File: src/hdl/alu128_pkg.sv
// shared types and constants for the 128-bit integer alu
package alu128_pkg;

	localparam int HALF_BITS  = 64;
	localparam int FULL_BITS  = 128;
	localparam int SHAMT_BITS = 7;
	localparam int LIMB_BITS  = 32;
	localparam int DEF_WORD_BITS  = 128;
	localparam int DEF_FIFO_DEPTH = 4;

	typedef enum logic [3:0] {
		OP_ADD = 4'd0,
		OP_SUB = 4'd1,
		OP_MUL = 4'd2,
		OP_DIV = 4'd3,
		OP_AND = 4'd4,
		OP_OR  = 4'd5,
		OP_XOR = 4'd6,
		OP_NOT = 4'd7,
		OP_SHL = 4'd8,
		OP_NOP = 4'd9
	} op_t;

	typedef enum logic [1:0] {
		ERR_NONE       = 2'd0,
		ERR_DIV_ZERO   = 2'd1,
		ERR_SHIFT_ZERO = 2'd2
	} err_t;

	typedef enum logic [2:0] {
		ST_IDLE,
		ST_MUL,
		ST_MUL_END,
		ST_DIV,
		ST_DIV_END
	} st_t;

	// control part of a queued transaction
	typedef struct packed {
		op_t                   op;
		err_t                  err;
		logic                  flip;
		logic [SHAMT_BITS-1:0] shamt;
	} ctl_t;

endpackage

File: src/hdl/alu128_fifo.sv
// small transaction queue between front and back end
module alu128_fifo
	import alu128_pkg::*;
#(
	parameter int WIDTH = 8,
	parameter int DEPTH = DEF_FIFO_DEPTH
) (
	input  logic             clk,
	input  logic             arst_n,
	input  logic             push,
	input  logic [WIDTH-1:0] wdata,
	input  logic             pop,
	output logic [WIDTH-1:0] rdata,
	output logic             empty,
	output logic             full
);

	localparam int PW = (DEPTH > 1) ? $clog2(DEPTH) : 1;
	localparam int CW = $clog2(DEPTH + 1);

	logic [WIDTH-1:0] mem_q [DEPTH];
	logic [PW-1:0]    wr_q, rd_q;
	logic [CW-1:0]    cnt_q;

	assign empty = (cnt_q == '0);
	assign full  = (cnt_q == CW'(DEPTH));
	assign rdata = mem_q[rd_q];

	always_ff @(posedge clk) begin
		if (push) mem_q[wr_q] <= wdata;
	end

	always_ff @(posedge clk or negedge arst_n) begin
		if (!arst_n) begin
			wr_q  <= '0;
			rd_q  <= '0;
			cnt_q <= '0;
		end else begin
			if (push) wr_q <= (wr_q == PW'(DEPTH - 1)) ? '0 : wr_q + 1'b1;
			if (pop)  rd_q <= (rd_q == PW'(DEPTH - 1)) ? '0 : rd_q + 1'b1;
			cnt_q <= cnt_q + CW'(push) - CW'(pop);
		end
	end

endmodule

File: config.mk
export PLATFORM = sky130hd
export DESIGN_NAME = alu128_fifo
export DESIGN_NICKNAME = d
export VERILOG_FILES = /design/src/hdl/alu128_pkg.sv /design/src/hdl/alu128_fifo.sv
export SDC_FILE = /design/constraint.sdc
export NUM_CORES = 1
export LEC_CHECK = 0
export BUFFER_PORTS_ARGS = -buffer_cell sky130_fd_sc_hd__buf_2
export CAP_MARGIN = 20
export CORE_MARGIN = 2
export CORE_UTILIZATION = 41
export CTS_CLUSTER_DIAMETER = 50
export DETAILED_ROUTE_END_ITERATION = 10
export PLACE_DENSITY = 0.59
export SYNTH_ARGS = -nofsm -noshare
export SYNTH_HDL_FRONTEND = slang
export SYNTH_SLANG_ARGS = --single-unit
File: constraint.sdc
create_clock -name clk -period 3.72 [get_ports clk]
set_input_delay 0.744 -clock clk [delete_from_list [all_inputs] [get_ports clk]]
set_output_delay 0.744 -clock clk [all_outputs]
set_load 0.02 [all_outputs]
==> results.ini <==
[yosys]
synthCells=78
synth_cell_types=18
avgSynthCellArea_um2=20.07
yosysSeqAreaShare_pct=72.58
yosys.area.top_type=edfxtp_1
ys.warnings.count=0
synth_top_area_share_pct=61.39
synth_area_mm2=0.001565
syn-num-nets=98
ys_ff_latch=39
ys_top_cells_by_area=edfxtp_1 (61%), mux4_2 (12%), dfrtp_1 (11%)

[global_routing]
grtUsageTotal_pct=13.21
grt_pass1_vias=787
grt_max_degree=12
antenna_found_initial=0
grt_pass1_wl_um=3926
gr-total-overflow=0

[critical_path]
path_max_fanout=11
critPathKind=reg2out
cp-start-kind=register
critical_path_arrival_ns=1.77
worstSetupEndpointType=output pin
rr_worst_depth=7
cp_data_required_time_ns=2.98
crit_path_start=rd_q[0]
timing.rr.start=cnt_q[0]

[drt]
wire_per_inst_um=15.41
drt-initial-drc-count=18
drt_wl_total_um=2358
drtPass1Iterations=4
vias_per_cell=4.758
ant_nets=0
vias=728
drc=0

[placed_design]
routabilityCongestion=0.6400
dpl_cell_area_mm2=0.001714
dp_hpwl_um=1580
dp_slack_ns=1.464
io_buffers=21

[die]
design.portCount=22
start_util_pct=42.75
dieArea_mm2=0.004328
core_mm2=0.003661
chipHeight_um=65.79
fp.dieW_um=65.79
fp-row-count=22

[pwr]
p_per_area_mw_per_mm2=747.3
leakagePower_nw=0.6864
peakVddDrop_uv=322.6

[job]
cap_violations=0

[sta]
setup_slack_ns=1.205
skew_ns=0.004558
period_share_pct=67.60
hold_viol_final=0
min_period_ns=2.515
max_freq_mhz=397.7
slew_headroom_pct=60.48
worstMarginPinSlew_ns=0.5929
rsz0062_at_grt=no
finalSetupTns_ns=0
whs_ns=0.2769
slew_violations=0
setup_viol=0

[clocking]
clock-sinks=39
insertion_delay_ns=0.29
cts_resized=0
cts_tree=done
path_clk_slew_ns=0.07
htree_levels=2
cts_max_path_buffers=2
post-cts-setup-buffers=0
root_buffer=clkbuf_8
cts-buffers-inserted=5
cts-hold-fix-buffers=0

[finish]
layout-drive-gt1-share_pct=35.24
final_area_mm2=0.001795
n_antenna_cell=0
fillers=325
area_growth_pct=14.71
post-route-util_pct=49.04
final_net_count=124

[min_path]
hp-class=in2async

[status]
status=complete, no violations

routing by layer:
metal / share of wire (%) / vias to the layer above / global-route usage [%]
met5: 0 / - / 0
met2: 51 / 15 / 20.33
met1: 43 / 363 / 16.41
met3: 4.2 / 5 / 4.600
met4: 1.8 / 0 / 7.031
li1: - / 345 / -
cells by family (layout without fill, tap and decap cells):
kind of cell    after synthesis  in the layout  synth area share, %
mux                          10             10                12.95
flops                        39             39                72.58
buf+inv                       8             35                2.478
fa+ha+maj                     8              8                6.874
compound gates                2              2               0.6395
simple gates                  9              9                3.357
xor+xnor                      2              2                1.119
registers in the layout, summed over array words and instances (netlist names):
signal,flops
cnt_q,3
wr_q,2
rd_q,2
mem_q,32
critical path, stage by stage (launching register included):
cell and delay (ns):
dfrtp_1 0.72, mux4_2 0.58, buf_2 0.17
cell usage in the layout (no fill, tap or decap):
| cell type | synthesis | layout |
|---|---|---|
| clkinv_2 | 0 | 1 |
| mux4_2 | 8 | 8 |
| xnor2_1 | 1 | 1 |
| and2_1 | 4 | 4 |
| xor2_1 | 1 | 1 |
| dfrtp_1 | 7 | 7 |
| clkbuf_8 | 0 | 5 |
| or3b_1 | 1 | 1 |
| edfxtp_1 | 32 | 32 |
| nor2_1 | 1 | 1 |
| and3_1 | 1 | 1 |
| clkbuf_1 | 0 | 2 |
| buf_2 | 1 | 21 |
| ha_1 | 7 | 7 |
| o21ai_0 | 2 | 2 |
| nor3_1 | 1 | 1 |
| mux2_2 | 2 | 2 |
| fa_1 | 1 | 1 |
| inv_1 | 6 | 6 |
| nand2_1 | 1 | 1 |
power by group:
| group | internal, W | switching (W) | total (W) |
|---|---|---|---|
| clock | 0.000131 | 0.000138 | 0.000269 |
| sequential | 0.000575 | 0.0000854 | 0.000661 |
| combinational | 0.000199 | 0.000212 | 0.000412 |
cells in the mapped netlist, drive strengths merged:
master	instances
and2	4
mux4	8
buf	2
nor2	1
or3b	1
inv	6
mux2	2
edfxtp	32
and3	1
nor3	1
o21ai	2
ha	7
dfrtp	7
nand2	1
fa	1
xnor2	1
xor2	1
metrics by stage:
stage | instances | total power [W]
2_1_floorplan | 78 | 0.0009776
4_1_cts | 153 | 0.001366
3_3_place_gp | 145 | 0.001081
5_1_grt | 153 | 0.001435
6_report | 153 | 0.001342
3_5_place_dp | 145 | 0.001100
final cells by class:
class / count / area (µm²) / area share, %
flip-flops and latches: 39 / 1136 / 63.28
multi-input cells: 31 / 390.4 / 21.74
well taps: 48 / 60.06 / 3.345
repair buffers: 21 / 105.1 / 5.854
clock inverters: 1 / 5.005 / 0.2787
clock buffers: 7 / 76.32 / 4.251
inverters: 6 / 22.52 / 1.254
worst paths after layout:
| check | end | slack [ns] |
|---|---|---|
| min reg2reg | cnt_q[2] | 0.51 |
| max reg2reg | cnt_q[2] | 2.08 |
| min | cnt_q[1] | 0.28 |
| max in group asynchronous | wr_q[1] | 3.28 |
| min in group clk | cnt_q[2] | 0.51 |
| max | rdata[4] | 1.21 |
No activity file was read; power rests on OpenSTA's default activity.
