File: config.mk
export PLATFORM = sky130hd
export DESIGN_NAME = alu128_front
export DESIGN_NICKNAME = d
export VERILOG_FILES = /design/src/hdl/alu128_pkg.sv /design/src/hdl/alu128_front.sv
export SDC_FILE = /design/constraint.sdc
export NUM_CORES = 1
export LEC_CHECK = 0
export ABC_AREA = 1
export BUFFER_PORTS_ARGS = -buffer_cell sky130_fd_sc_hd__buf_2
export CORE_MARGIN = 1.5
export CORE_UTILIZATION = 25
export DETAILED_ROUTE_END_ITERATION = 6
export PLACE_DENSITY = 0.45
export SLEW_MARGIN = 20
export SYNTH_ARGS = -nofsm -noshare
export SYNTH_HDL_FRONTEND = slang
export SYNTH_SLANG_ARGS = --single-unit
File: constraint.sdc
create_clock -name vclk -period 8.1
set_clock_uncertainty 0.05 [all_clocks]
set_input_delay 1.62 -clock vclk [all_inputs]
set_output_delay 1.62 -clock vclk [all_outputs]
set_load 0.005 [all_outputs]
File: src/hdl/alu128_pkg.sv
// shared types and constants for the 128-bit integer alu
package alu128_pkg;

	localparam int HALF_BITS  = 64;
	localparam int FULL_BITS  = 128;
	localparam int SHAMT_BITS = 7;
	localparam int LIMB_BITS  = 32;
	localparam int DEF_WORD_BITS  = 128;
	localparam int DEF_FIFO_DEPTH = 4;

	typedef enum logic [3:0] {
		OP_ADD = 4'd0,
		OP_SUB = 4'd1,
		OP_MUL = 4'd2,
		OP_DIV = 4'd3,
		OP_AND = 4'd4,
		OP_OR  = 4'd5,
		OP_XOR = 4'd6,
		OP_NOT = 4'd7,
		OP_SHL = 4'd8,
		OP_NOP = 4'd9
	} op_t;

	typedef enum logic [1:0] {
		ERR_NONE       = 2'd0,
		ERR_DIV_ZERO   = 2'd1,
		ERR_SHIFT_ZERO = 2'd2
	} err_t;

	typedef enum logic [2:0] {
		ST_IDLE,
		ST_MUL,
		ST_MUL_END,
		ST_DIV,
		ST_DIV_END
	} st_t;

	// control part of a queued transaction
	typedef struct packed {
		op_t                   op;
		err_t                  err;
		logic                  flip;
		logic [SHAMT_BITS-1:0] shamt;
	} ctl_t;

endpackage

File: src/hdl/alu128_front.sv
// front end: decodes opcode, folds special cases, takes divide magnitudes
module alu128_front
	import alu128_pkg::*;
#(
	parameter int WORD_BITS = DEF_WORD_BITS
) (
	input  logic [3:0]            opcode,
	input  logic [WORD_BITS-1:0]  a,
	input  logic [WORD_BITS-1:0]  b,
	input  logic [SHAMT_BITS-1:0] shift_amount,
	output ctl_t                  ctl,
	output logic [WORD_BITS-1:0]  a_out,
	output logic [WORD_BITS-1:0]  b_out
);

	logic a_neg, b_neg;

	assign a_neg = a[WORD_BITS-1];
	assign b_neg = b[WORD_BITS-1];

	always_comb begin
		ctl.op    = OP_NOP;
		ctl.err   = ERR_NONE;
		ctl.flip  = 1'b0;
		ctl.shamt = shift_amount;
		a_out     = a;
		b_out     = b;
		case (opcode)
			OP_ADD, OP_SUB, OP_MUL, OP_AND, OP_OR, OP_XOR, OP_NOT: begin
				ctl.op = op_t'(opcode);
			end
			OP_DIV: begin
				if (a == '0) begin
					ctl.op = OP_NOP;
				end else if (b == '0) begin
					ctl.err = ERR_DIV_ZERO;
				end else begin
					ctl.op   = OP_DIV;
					ctl.flip = a_neg ^ b_neg;
					a_out    = a_neg ? (WORD_BITS'(0) - a) : a;
					b_out    = b_neg ? (WORD_BITS'(0) - b) : b;
				end
			end
			OP_SHL: begin
				if (shift_amount == '0) ctl.err = ERR_SHIFT_ZERO;
				else ctl.op = OP_SHL;
			end
			default: ctl.op = OP_NOP;
		endcase
	end

endmodule

==> results.txt, run 1 <==
Leaving out fill and tap cells, the most frequent cell in the layout is nand2_1. In this run the post-CTS setup repair buffer count came out at 0. The final total negative setup slack is 0 ns. For the pin with the worst max-slew slack, the measured transition is 0.9999 ns. STA puts the critical path data required time at 6.43 ns. The via count of the first global-routing pass was 18,180.

The number of gates resized after CTS came out at 0. The worst pin sits at a relative slew slack of 0.3283. The cell area after synthesis came out at roughly 12,000 µm². The total number of yosys warnings is 0. The timing-limited maximum frequency came out at 159.9 MHz.

The area enclosed by the die boundary came out at 50,720 µm². The number of setup violations in the final report is 0. The net count of the finished layout came out at 3,549. In this design, the critical path's most frequently occurring cell is nor2_1. The biggest fanout along the worst timing path is 40. The number of core rows is 81.

The number of nets handed over by synthesis was 3,078. IR analysis of the VDD net gives a maximum drop of 15.80 µV. Traced cell by cell, the critical path runs through buf_2, nor2_1, nand2_1, nor2_1, nand2_1, nor2_1, nand2_1, nor2_4, nor2_2, nand2_2, nor2_1, nor2_1, buf_2.

The die span in y is 225.2 µm. By area the synthesized netlist is led by nand2_1 31%, nor2_1 18%, nand3_1 12%, inv_1 12%, xor2_1 4.0%. The mean instance size in the synthesized netlist is approximately 4.4 µm². The final period utilization is 0.7720. The number of clock buffer instances in the layout came out at 0. The number of antenna-violating nets in the routed design came out at 0. The wire length of the first global-routing pass is 109,900 µm. In the layout the commonest cells are 1,020 x nand2_1, 581 x nor2_1, 537 x buf_2. The number of cells in the design after placement is 3,942. The critical path is of the in -> out type. The critical path contains buffers and inverters numbering 2 combined.

The analysis attributes to cell leakage a power of 0.007984 µW. The kind of cell with the highest combined delay along the critical path is simple AND/OR/NAND/NOR gates. The area of the core region came out at roughly 50,000 µm². Entering global routing, the biggest net connects 147 pins.

The number of antenna violations at the first check in global routing was 4. The via count normalized by instance count is 4.866. The final cell count without fillers is 3,944. The type of the most critical hold path is in -> out. In the global route stage, overall resource usage came out at 0.2829.

The critical path arrival is about 4.6 ns. The count of endpoints failing hold in the final timing report is 0. The final RePlAce weighted congestion came out at approximately 1.

The area growth from synthesis to layout is 25.27%. In this run, the number of DRC markers left after iteration 0 of detailed routing was 1,688. STA classifies the critical path endpoint as an output pin.

For this run, the register share of the synthesized area comes to 0. Setup repair after global routing left no endpoint under its margin. The sequential cell count of the final layout is 0. In this run the worst setup path begins at b[38]. The starting density of the core came out at 0.2527. The total power density per cell area is approximately 35 nW/µm². The count of pins over their slew limit came out at 0. The biggest area consumer among synthesized cells is nand2_1.

The number of buffers inserted for hold repair after clock tree synthesis came out at 0. The startpoint of the lowest-slack hold path is shift_amount[3]. The routed wire length came out at 74,900 µm. For this run, the detailed router's first-pass iteration total came to 6. For this block, the via count after detailed routing is 19,190. On the worst path, the slowest cell contributes a delay of approximately 0.64 ns. The top cell type's share of synthesized area came out at 0.3102. The ratio of cells with drive above 1 in the final layout came out at 0.1885. The final period demand of the worst path is 6.253 ns. The routed length per placed instance is 18.99 µm.

The overall overflow remaining after global route is 0. The post-detailed-route DRC marker count came out at 0. The cell count after synthesis is 2,809. The area taken by flip-flops and latches is 0 µm².

The die is 225.2 µm wide. The run finished with clean final reports. For this run, the share of the core covered by cells in the final layout is 0.3166. The I/O pin count is about 540. The max-capacitance violation count came out at 0. After synthesis, the netlist uses 39 different library cells.

The placed wire-length estimate came out at 65,910 µm. The slowest stage of the critical path belongs to the cell nand2_2. The worst setup path is launched from an input port. The count of buffers added on input and output ports is 537.
## Yosys cell counts (3+ instances only)
cell type  instances
a21oi_1           17
and2_1            11
and3_1             5
buf_1              3
buf_2             27
buf_4             15
buf_6             16
clkbuf_1          16
inv_1            400
inv_2              5
nand2_1         1020
nand2_2           12
nand2_4            4
nand3_1          306
nand3b_1          29
nand4_1           64
nor2_1           583
nor2_2            23
nor2_4            10
nor3_1            48
nor3b_1            5
nor4_1             3
o21ai_0           86
o21ai_1           15
o21bai_1           5
or2_2              6
xnor2_1            3
xor2_1            56
xor2_2             4
## final timing paths
check	slack (ns)	cells after the start	to
setup / recovery	1.85	13	b_out[127]
hold / removal	3.37	2	ctl[3]
## where the power goes
group,total [µW],internal [µW],switching [µW],leakage [µW]
logic,543,192,351,0.00798
clock network,0.0000331,0.0000331,0,0.0000000127
registers,0,0,0,0
## layout make-up
type	instances	area [µm²]
tap	664	830.8
inverter	406	1524
multi-input combinational	2326	10340
timing repair buffer	546	2768
fill	6190	33390
antenna	2	5.005
## per-layer routing
metal	track usage	vias to the layer above	part of all wire
li1	-	9601	-
met1	0.3445	8561	0.41
met2	0.4929	846	0.47
met3	0.02738	179	0.063
met4	0.1444	4	0.059
met5	0	-	0.00029
## cell families (layout without fill, tap and decap cells)
logic type	after synthesis	in the layout	synth area share
compound gates	127	127	0.05332
xor+xnor	63	63	0.04713
fa+ha+maj	2	2	0.002027
buf+inv	483	952	0.1639
other cells	0	2	0
simple gates	2134	2134	0.7336
## through the flow
step                      setup WS [ns]  cell area [µm²]  total power [µW]  hold WS (ns)
final                             1.847            15460             543.0         3.373
after global routing              1.493            15460             601.4         3.382
after CTS                         1.857            15460             539.4         3.372
after detailed placement          1.855            15460             537.0         3.373
after global placement            1.889            15460             539.2         3.374
after floorplan                   3.251            12340             254.5         3.221
No activity file was read; power rests on OpenSTA's default activity.
==> run 2, diff against run 1 <==
--- a/config.mk
+++ b/config.mk
@@ -5,12 +5,12 @@
 export SDC_FILE = /design/constraint.sdc
 export NUM_CORES = 1
 export LEC_CHECK = 0
-export ABC_AREA = 1
+export ABC_AREA = 0
 export BUFFER_PORTS_ARGS = -buffer_cell sky130_fd_sc_hd__buf_2
-export CORE_MARGIN = 1.5
-export CORE_UTILIZATION = 25
+export CORE_AREA = 2 2 208 210
 export DETAILED_ROUTE_END_ITERATION = 6
-export PLACE_DENSITY = 0.45
+export DIE_AREA = 0 0 210 212
+export PLACE_DENSITY = 0.35
 export SLEW_MARGIN = 20
 export SYNTH_ARGS = -nofsm -noshare
 export SYNTH_HDL_FRONTEND = slang
==> constraint.sdc (replaced) <==
create_clock -name vclk -period 6
set_clock_uncertainty 0.05 [all_clocks]
set_input_delay 1.2 -clock vclk [all_inputs]
set_output_delay 1.2 -clock vclk [all_outputs]
set_load 0.005 [all_outputs]
==> run 2 against run 1 <==
Effect of this change:
- largest cell class unchanged
- highest routed layer unchanged
- sequential cell count unchanged
- global-route usage decreased by 10 points
- cell area decreased by 37%
- final cell count decreased by 48%
- first-iteration DRC count decreased by 77%
- wire length decreased by 43%
==> results.txt, run 2 <==
The I/O pin count is 537 (unchanged). Relative to the synthesized area, the layout overhead comes to 58.06%. The library cell used most frequently in the layout, excluding fill and tap cells, is buf_2.

The ratio of cells with drive above 1 in the final layout came out at 0.4090 (+0.2205). The cell count after synthesis came out at 952 (-66%). The max-capacitance violation count came out at 0 (unchanged).

The clock share of power is 0 (unchanged). The wire length of the first global-routing pass came out at 61,070 µm (-44%). The maximum number of pins on one net before global-route repair is 81 (-45%). The number of antenna violations at the first check in global routing is 19 (+15). The data required time of the critical path came out at 4.75 ns (-1.68 ns). The leakage power summed over all cells was 0.003944 µW (-51%). The cell area after synthesis came to 6157 µm² (-50%).

The final period demand of the worst path came out at 5.682 ns. The global routing usage on met1 is 0.1903 (-0.1542). The total power density per cell area is 51.98 nW/µm² (+48%). Leaving out fill and tap cells, the most frequent cells in the layout are 537 x buf_2, 178 x xnor2_1, 91 x nor2_1. The worst hold slack after final layout is 2.531 ns (-0.8423 ns). The area of the core region is 42,510 µm² (-13%). The starting density of the core came out at 0.1449 (-0.1078). The final period utilization came out at 0.9470. The routed wire length came out at 43,060 µm (-43%). The type of the most critical hold path is in -> out. The power spent charging and discharging nets came out at 273.4 µW (-22%). The number of core rows came out at 76 (-6.2%).

Sorting the synthesized cells by how often they occur yields 178 x xnor2_1, 91 x nor2_1, 77 x nand2_1. The fraction of met3 tracks used by global routing is 0.04402 (+0.01664). The worst setup path is of the in -> out kind.

The floorplan die width is 210 µm (-6.8%). The sequential fraction of design power is 0 (unchanged). The total global routing track utilization is 0.1801 (-0.1028). The final total negative setup slack is 0 ns (unchanged).

The total number of yosys warnings is 0 (unchanged). The mean instance size in the synthesized netlist is 6.468 µm² (+47%). The die span in y came out at 212 µm (-5.9%). The final RePlAce weighted congestion is 0.8437 (-18%).

The top cell type's share of synthesized area came out at 0.2532 (-0.05696). The placed wire-length estimate came out at 38,150 µm (-42%). The fraction of power spent switching nets came to 0.5405 (-0.1061). The area taken by flip-flops and latches is 0 µm² (unchanged). The sequential element share of the synthesized area is 0 (unchanged). The overall overflow remaining after global route is 0 (unchanged). The routed length per placed instance was 21.04 µm (+11%). The cell with the biggest individual delay on the critical path is or4b_2.

The via count of the first global-routing pass is 9,384 (-48%). Setup repair after global routing left no endpoint under its margin. The largest voltage drop on the vdd net is 22.24 µV (+41%).

The count of input and output buffers is 537 (unchanged). The net count of the mapped netlist came out at 1,221 (-60%). After synthesis, the cell types taking the most area are xnor2_1 25%, xor2_1 10%, o31ai_1 6.0%, nor2_1 5.5%, or4_1 5.4%. The met2 layer usage reported by global route came to 0.3638 (-0.1291).

The part of the total power dissipated in combinational logic came out at 1.000 (about the same). The number of antenna-violating nets in the routed design was 0 (unchanged). The number of design-rule violations left by the first detailed-router iteration came to 396 (-77%). The count of pins over their slew limit came out at 0 (unchanged). The timing-limited maximum frequency is 176.0 MHz. The number of setup violations in the final report is 0 (unchanged). The number of buffers inserted for hold repair after clock tree synthesis came to 0 (unchanged). The number of clock buffer instances in the layout came to 0 (unchanged). The pin slew with the least headroom to its limit came out at 0.7838 ns (-0.2161 ns).

The kind of launch point of the worst setup path is an input port. The routing layer with the top usage in global route is met2. The total power was 505.8 µW (-6.9%).

The via count normalized by instance count came out at 4.652 (-4.4%). The biggest fanout along the worst timing path is 67 (+68%). The category of the worst setup path capture point is an output pin. The worst path buffer plus inverter count is 5 (+3). The placement-stage worst setup slack is 0.1218 ns (-1.733 ns). The critical path arrival came to 4.43 ns (-0.15 ns). The worst slew margin relative to its limit is 0.4706 (+0.1424). The post-detailed-route DRC marker count is 0 (unchanged). The internal power of the cells is 232.4 µW (+21%).

The final design area excluding fillers came to 9732 µm² (-37%). The count of endpoints failing hold in the final timing report came out at 0 (unchanged). The vias after detailed routing came out at 9,517 (-50%). The synthesized design spends more area on one cell type than any other, namely xnor2_1.

The standard cell area after detailed placement came out at 9697 µm² (-37%). The setup slack of the critical path after layout came out at 0.3181 ns (-1.529 ns). The most numerous cell type found on the critical path is buf_2. The highest cell delay on the worst timing path is 0.63 ns (about the same). The number of iterations in the first detailed-routing pass was 6 (unchanged). The net count of the finished layout is 1,760 (-50%).

Grouping stages by cell kind, the critical path spends the most delay in simple AND/OR/NAND/NOR gates. The run finished with clean final reports. The number of distinct library cells after synthesis came out at 45 (+15%).

The sequential cell count of the final layout came out at 0 (unchanged). Traced cell by cell, the critical path runs through buf_2, inv_1, ha_1, or4b_2, nor4_1, buf_4, nand3_1, or4_4, o21a_4, buf_12, o41ai_1, xnor2_1, buf_2. The area enclosed by the die boundary came out at 44,520 µm² (-12%). The most common cell in the netlist is xnor2_1.
-- run 2: cell count changes in the layout (fill, tap and decap cells not counted), moves of 27 or more --
cell     previous run  this run
buf_4               8        38
or3_1               0        36
o21ai_0            86        59
o31ai_1             1        49
xnor2_1             3       178
nor2_1            581        91
nand3_1           306        27
nand2_1          1020        77
or4_1               0        44
o41ai_1             0        27
nor4_1              3        41
inv_1             400        10
nand4_1            64        15
-- run 2: power groups by stage --
stage | Clock, µW | Sequential, µW | Combinational [µW]
finish | 0.000246 | 0 | 506
detailed placement | 0 | 0 | 511
global route | 0.000112 | 0 | 551
floorplan | 0 | 0 | 175
CTS | 0 | 0 | 513
global placement | 0 | 0 | 513
-- run 2: logic make-up (layout without fill, tap and decap cells) --
| kind of cell | Yosys count | count (layout) | share of synthesized area |
|---|---|---|---|
| fa+ha+maj | 2 | 2 | 0.004064 |
| xor+xnor | 250 | 250 | 0.3556 |
| simple gates | 441 | 441 | 0.3845 |
| buf+inv | 53 | 590 | 0.04349 |
| other cells | 0 | 11 | 0 |
| compound gates | 206 | 206 | 0.2124 |
-- run 2: cell type report --
cell class	count	area (µm²)
inverters	10	37.54
multi-input cells	899	5911
repair buffers	580	3073
diodes	11	27.53
well taps	546	683.2
fillers	4960	32770
-- run 2: final timing paths --
path,from,endpoint,depth (start not counted)
setup / recovery,b[1],a_out[117],13
hold / removal,shift_amount[1],ctl[1],2
-- run 2: timing repair --
action                                  in CTS  in global routing
endpoints found under the setup margin       0                  1
buffers inserted                             0                  0
gates resized for setup                      0                  1
hold endpoints to repair                     0                  0
-- run 2: routing by layer --
layer	routed length, µm	vias up
li1	-	4624
met1	16090	4457
met2	23330	388
met3	3107	34
met4	456	14
met5	77	-
-- run 2: through the flow --
stage,utilization,instances
after floorplan,-,952
after global placement,0.2281,2035
after detailed placement,0.2281,2035
after CTS,0.2281,2035
after global routing,0.2286,2040
final,0.2290,2046
==> run 3, diff against run 2 <==
--- a/config.mk
+++ b/config.mk
@@ -11,6 +11,7 @@
 export DETAILED_ROUTE_END_ITERATION = 6
 export DIE_AREA = 0 0 210 212
 export PLACE_DENSITY = 0.35
+export REMOVE_ABC_BUFFERS = 1
 export SLEW_MARGIN = 20
 export SYNTH_ARGS = -nofsm -noshare
 export SYNTH_HDL_FRONTEND = slang
==> run 3 against run 2 <==
Effect of this change:
- first-iteration DRC count increased by 53%
- final cell count increased by 0.15%
- non-clock buffer count increased by 6
- combinational power about the same
- global-route usage decreased by 0.37 points
- critical endpoint is now a_out[15]
- wire length decreased by 0.32%
- sequential share of layout area unchanged
- cell area increased by 0.31%
- fmax decreased by 2.1%
- utilization increased by 0.071 points
- critical path depth decreased by 1
- clock-buffer cell count unchanged
==> results.txt, run 3 (same netlist as run 2, synthesis figures left out) <==
The flow ran to the end, and the final reports show no timing, DRC or antenna violations. The ratio of cells with drive above 1 in the final layout is 0.4118 (+0.002765). The final cell count without fillers is 2,049 (+0.15%). The final RePlAce weighted congestion was 0.8891 (+5.4%).

The worst slew margin relative to its limit came out at 0.5091 (+0.03849). The kind of launch point of the worst setup path is an input port. The total power density per cell area is 52.01 nW/µm² (about the same). The path class of the tightest hold or removal check is in -> out. The number of core rows is 76 (unchanged).

The class of the most critical setup path is in -> out. The via count of the first global-routing pass came out at 9,604 (+2.3%). The leakage power summed over all cells came to 0.003977 µW (+0.84%). The number of iterations in the first detailed-routing pass is 5 (-1). The setup slack of the critical path after layout is 0.1959 ns (-0.1222 ns). Leaving out fill and tap cells, the most frequent cell in the layout is buf_2. The area growth from synthesis to layout is 58.54%. The die span in y was 212 µm (unchanged). The placed wire-length estimate was 37,610 µm (-1.4%). The via count normalized by instance count came out at 4.714 (+1.3%). The number of cells in the design after placement came out at 2,041 (+0.29%). The routed length per placed instance is 20.95 µm (-0.46%). The area taken by flip-flops and latches came out at 0 µm² (unchanged). The number of antenna violations at the first check in global routing is 18 (-1). The count of endpoints failing hold in the final timing report was 0 (unchanged).

The number of design-rule violations left by the first detailed-router iteration is 607 (+53%). The biggest fanout along the worst timing path is 31 (-54%). STA classifies the critical path endpoint as an output pin.

The overall overflow remaining after global route is 0 (unchanged). The number of antenna-violating nets in the routed design came out at 0 (unchanged). The number of buffers inserted by post-CTS setup repair is 0 (unchanged). The floorplan die width came out at 210 µm (unchanged).

The total power came out at 507.7 µW (+0.37%). The data required time of the critical path came out at 4.75 ns (about the same). The number of setup violations in the final report is 0 (unchanged). The placement-stage worst setup slack came out at 0.04787 ns (-0.07397 ns). The starting density of the core is 0.1449 (unchanged). The final period demand of the worst path is 5.804 ns (+0.1222 ns).

The routed wire length is 42,920 µm (-0.32%). The largest voltage drop on the vdd net was 24.66 µV (+11%). Setup repair after global routing left no endpoint under its margin. The final total negative setup slack is 0 ns (unchanged).

The vias after detailed routing came out at 9,658 (+1.5%). The net count of the finished layout came out at 1,767 (+0.40%). The sequential cell count of the final layout came out at 0 (unchanged). The number of clock buffer instances in the layout came out at 0 (unchanged). The I/O pin count came to 537 (unchanged). The max-capacitance violation count was 0 (unchanged). The count of filler cells inserted in the layout was 5,009 (+0.99%). The critical path arrival is 4.55 ns (+0.12 ns). The wire length of the first global-routing pass is 60,480 µm (-0.97%). In the layout the commonest cells are 537 x buf_2, 178 x xnor2_1, 91 x nor2_1. The final period utilization is 0.9673 (+0.02037). The maximum number of pins on one net before global-route repair came out at 63 (-22%). The area of the core region is 42,510 µm² (unchanged).

The post-detailed-route DRC marker count came out at 0 (unchanged). The total global routing track utilization came to 0.1764 (-0.003728). The timing-limited maximum frequency came out at 172.3 MHz (-2.1%). The count of input and output buffers came out at 537 (unchanged). The count of pins over their slew limit came to 0 (unchanged). The area enclosed by the die boundary was 44,520 µm² (unchanged). The pin slew with the least headroom to its limit came to 0.7363 ns (-0.04749 ns).
==> run 3: power breakdown <==
part / internal [µW] / switching (µW)
registers: 0 / 0
clock network: 0.000156 / 0
logic: 234 / 274
==> run 3: routing by layer <==
metal  share of wire  routed length [µm]  global-route usage  vias up
met2            0.51               22090              0.3451      463
li1                -                   -                   -     4631
met4           0.040                1714             0.05747       18
met5          0.0023                  97                   0        -
met3           0.074                3157             0.03781       90
met1            0.37               15870              0.1864     4456
==> run 3: critical path, cell delays in order <==
cell and delay [ns]:
buf_2 0.12, inv_1 0.08, ha_1 0.20, or4b_2 0.65, nor4_2 0.32, nand3_1 0.26
or4_4 0.67, o21a_4 0.38, buf_12 0.23, o21ai_0 0.11, xnor2_1 0.14, buf_2 0.13
==> run 3: final timing paths <==
path | start | to | slack, ns | cells past startpoint
worst max-delay path | b[1] | a_out[15] | 0.20 | 12
worst min-delay path | shift_amount[2] | ctl[2] | 2.53 | 2
==> run 3: timing repair <==
| item | CTS | global route |
|---|---|---|
| endpoints found under the hold margin | 0 | 0 |
| gates resized for setup | 0 | 1 |
| setup endpoints to repair | 0 | 59 |
| hold buffers | 0 | 0 |
==> run 3: area by class of cell <==
type / count / area, µm² / share of cell area
inverter: 10 / 37.54 / 0.003845
multi-input combinational: 900 / 5918 / 0.6063
tap: 546 / 683.2 / 0.06998
antenna: 7 / 17.52 / 0.001794
timing repair buffer: 586 / 3105 / 0.3181
==> run 3: metrics by stage <==
stage / hold slack (ns) / instance area (µm²) / utilization
detailed placement: 2.532 / 9729 / 0.2289
global placement: 2.533 / 9729 / 0.2289
floorplan: 2.350 / 5927 / -
global route: 2.534 / 9759 / 0.2296
CTS: 2.532 / 9729 / 0.2289
finish: 2.532 / 9762 / 0.2297
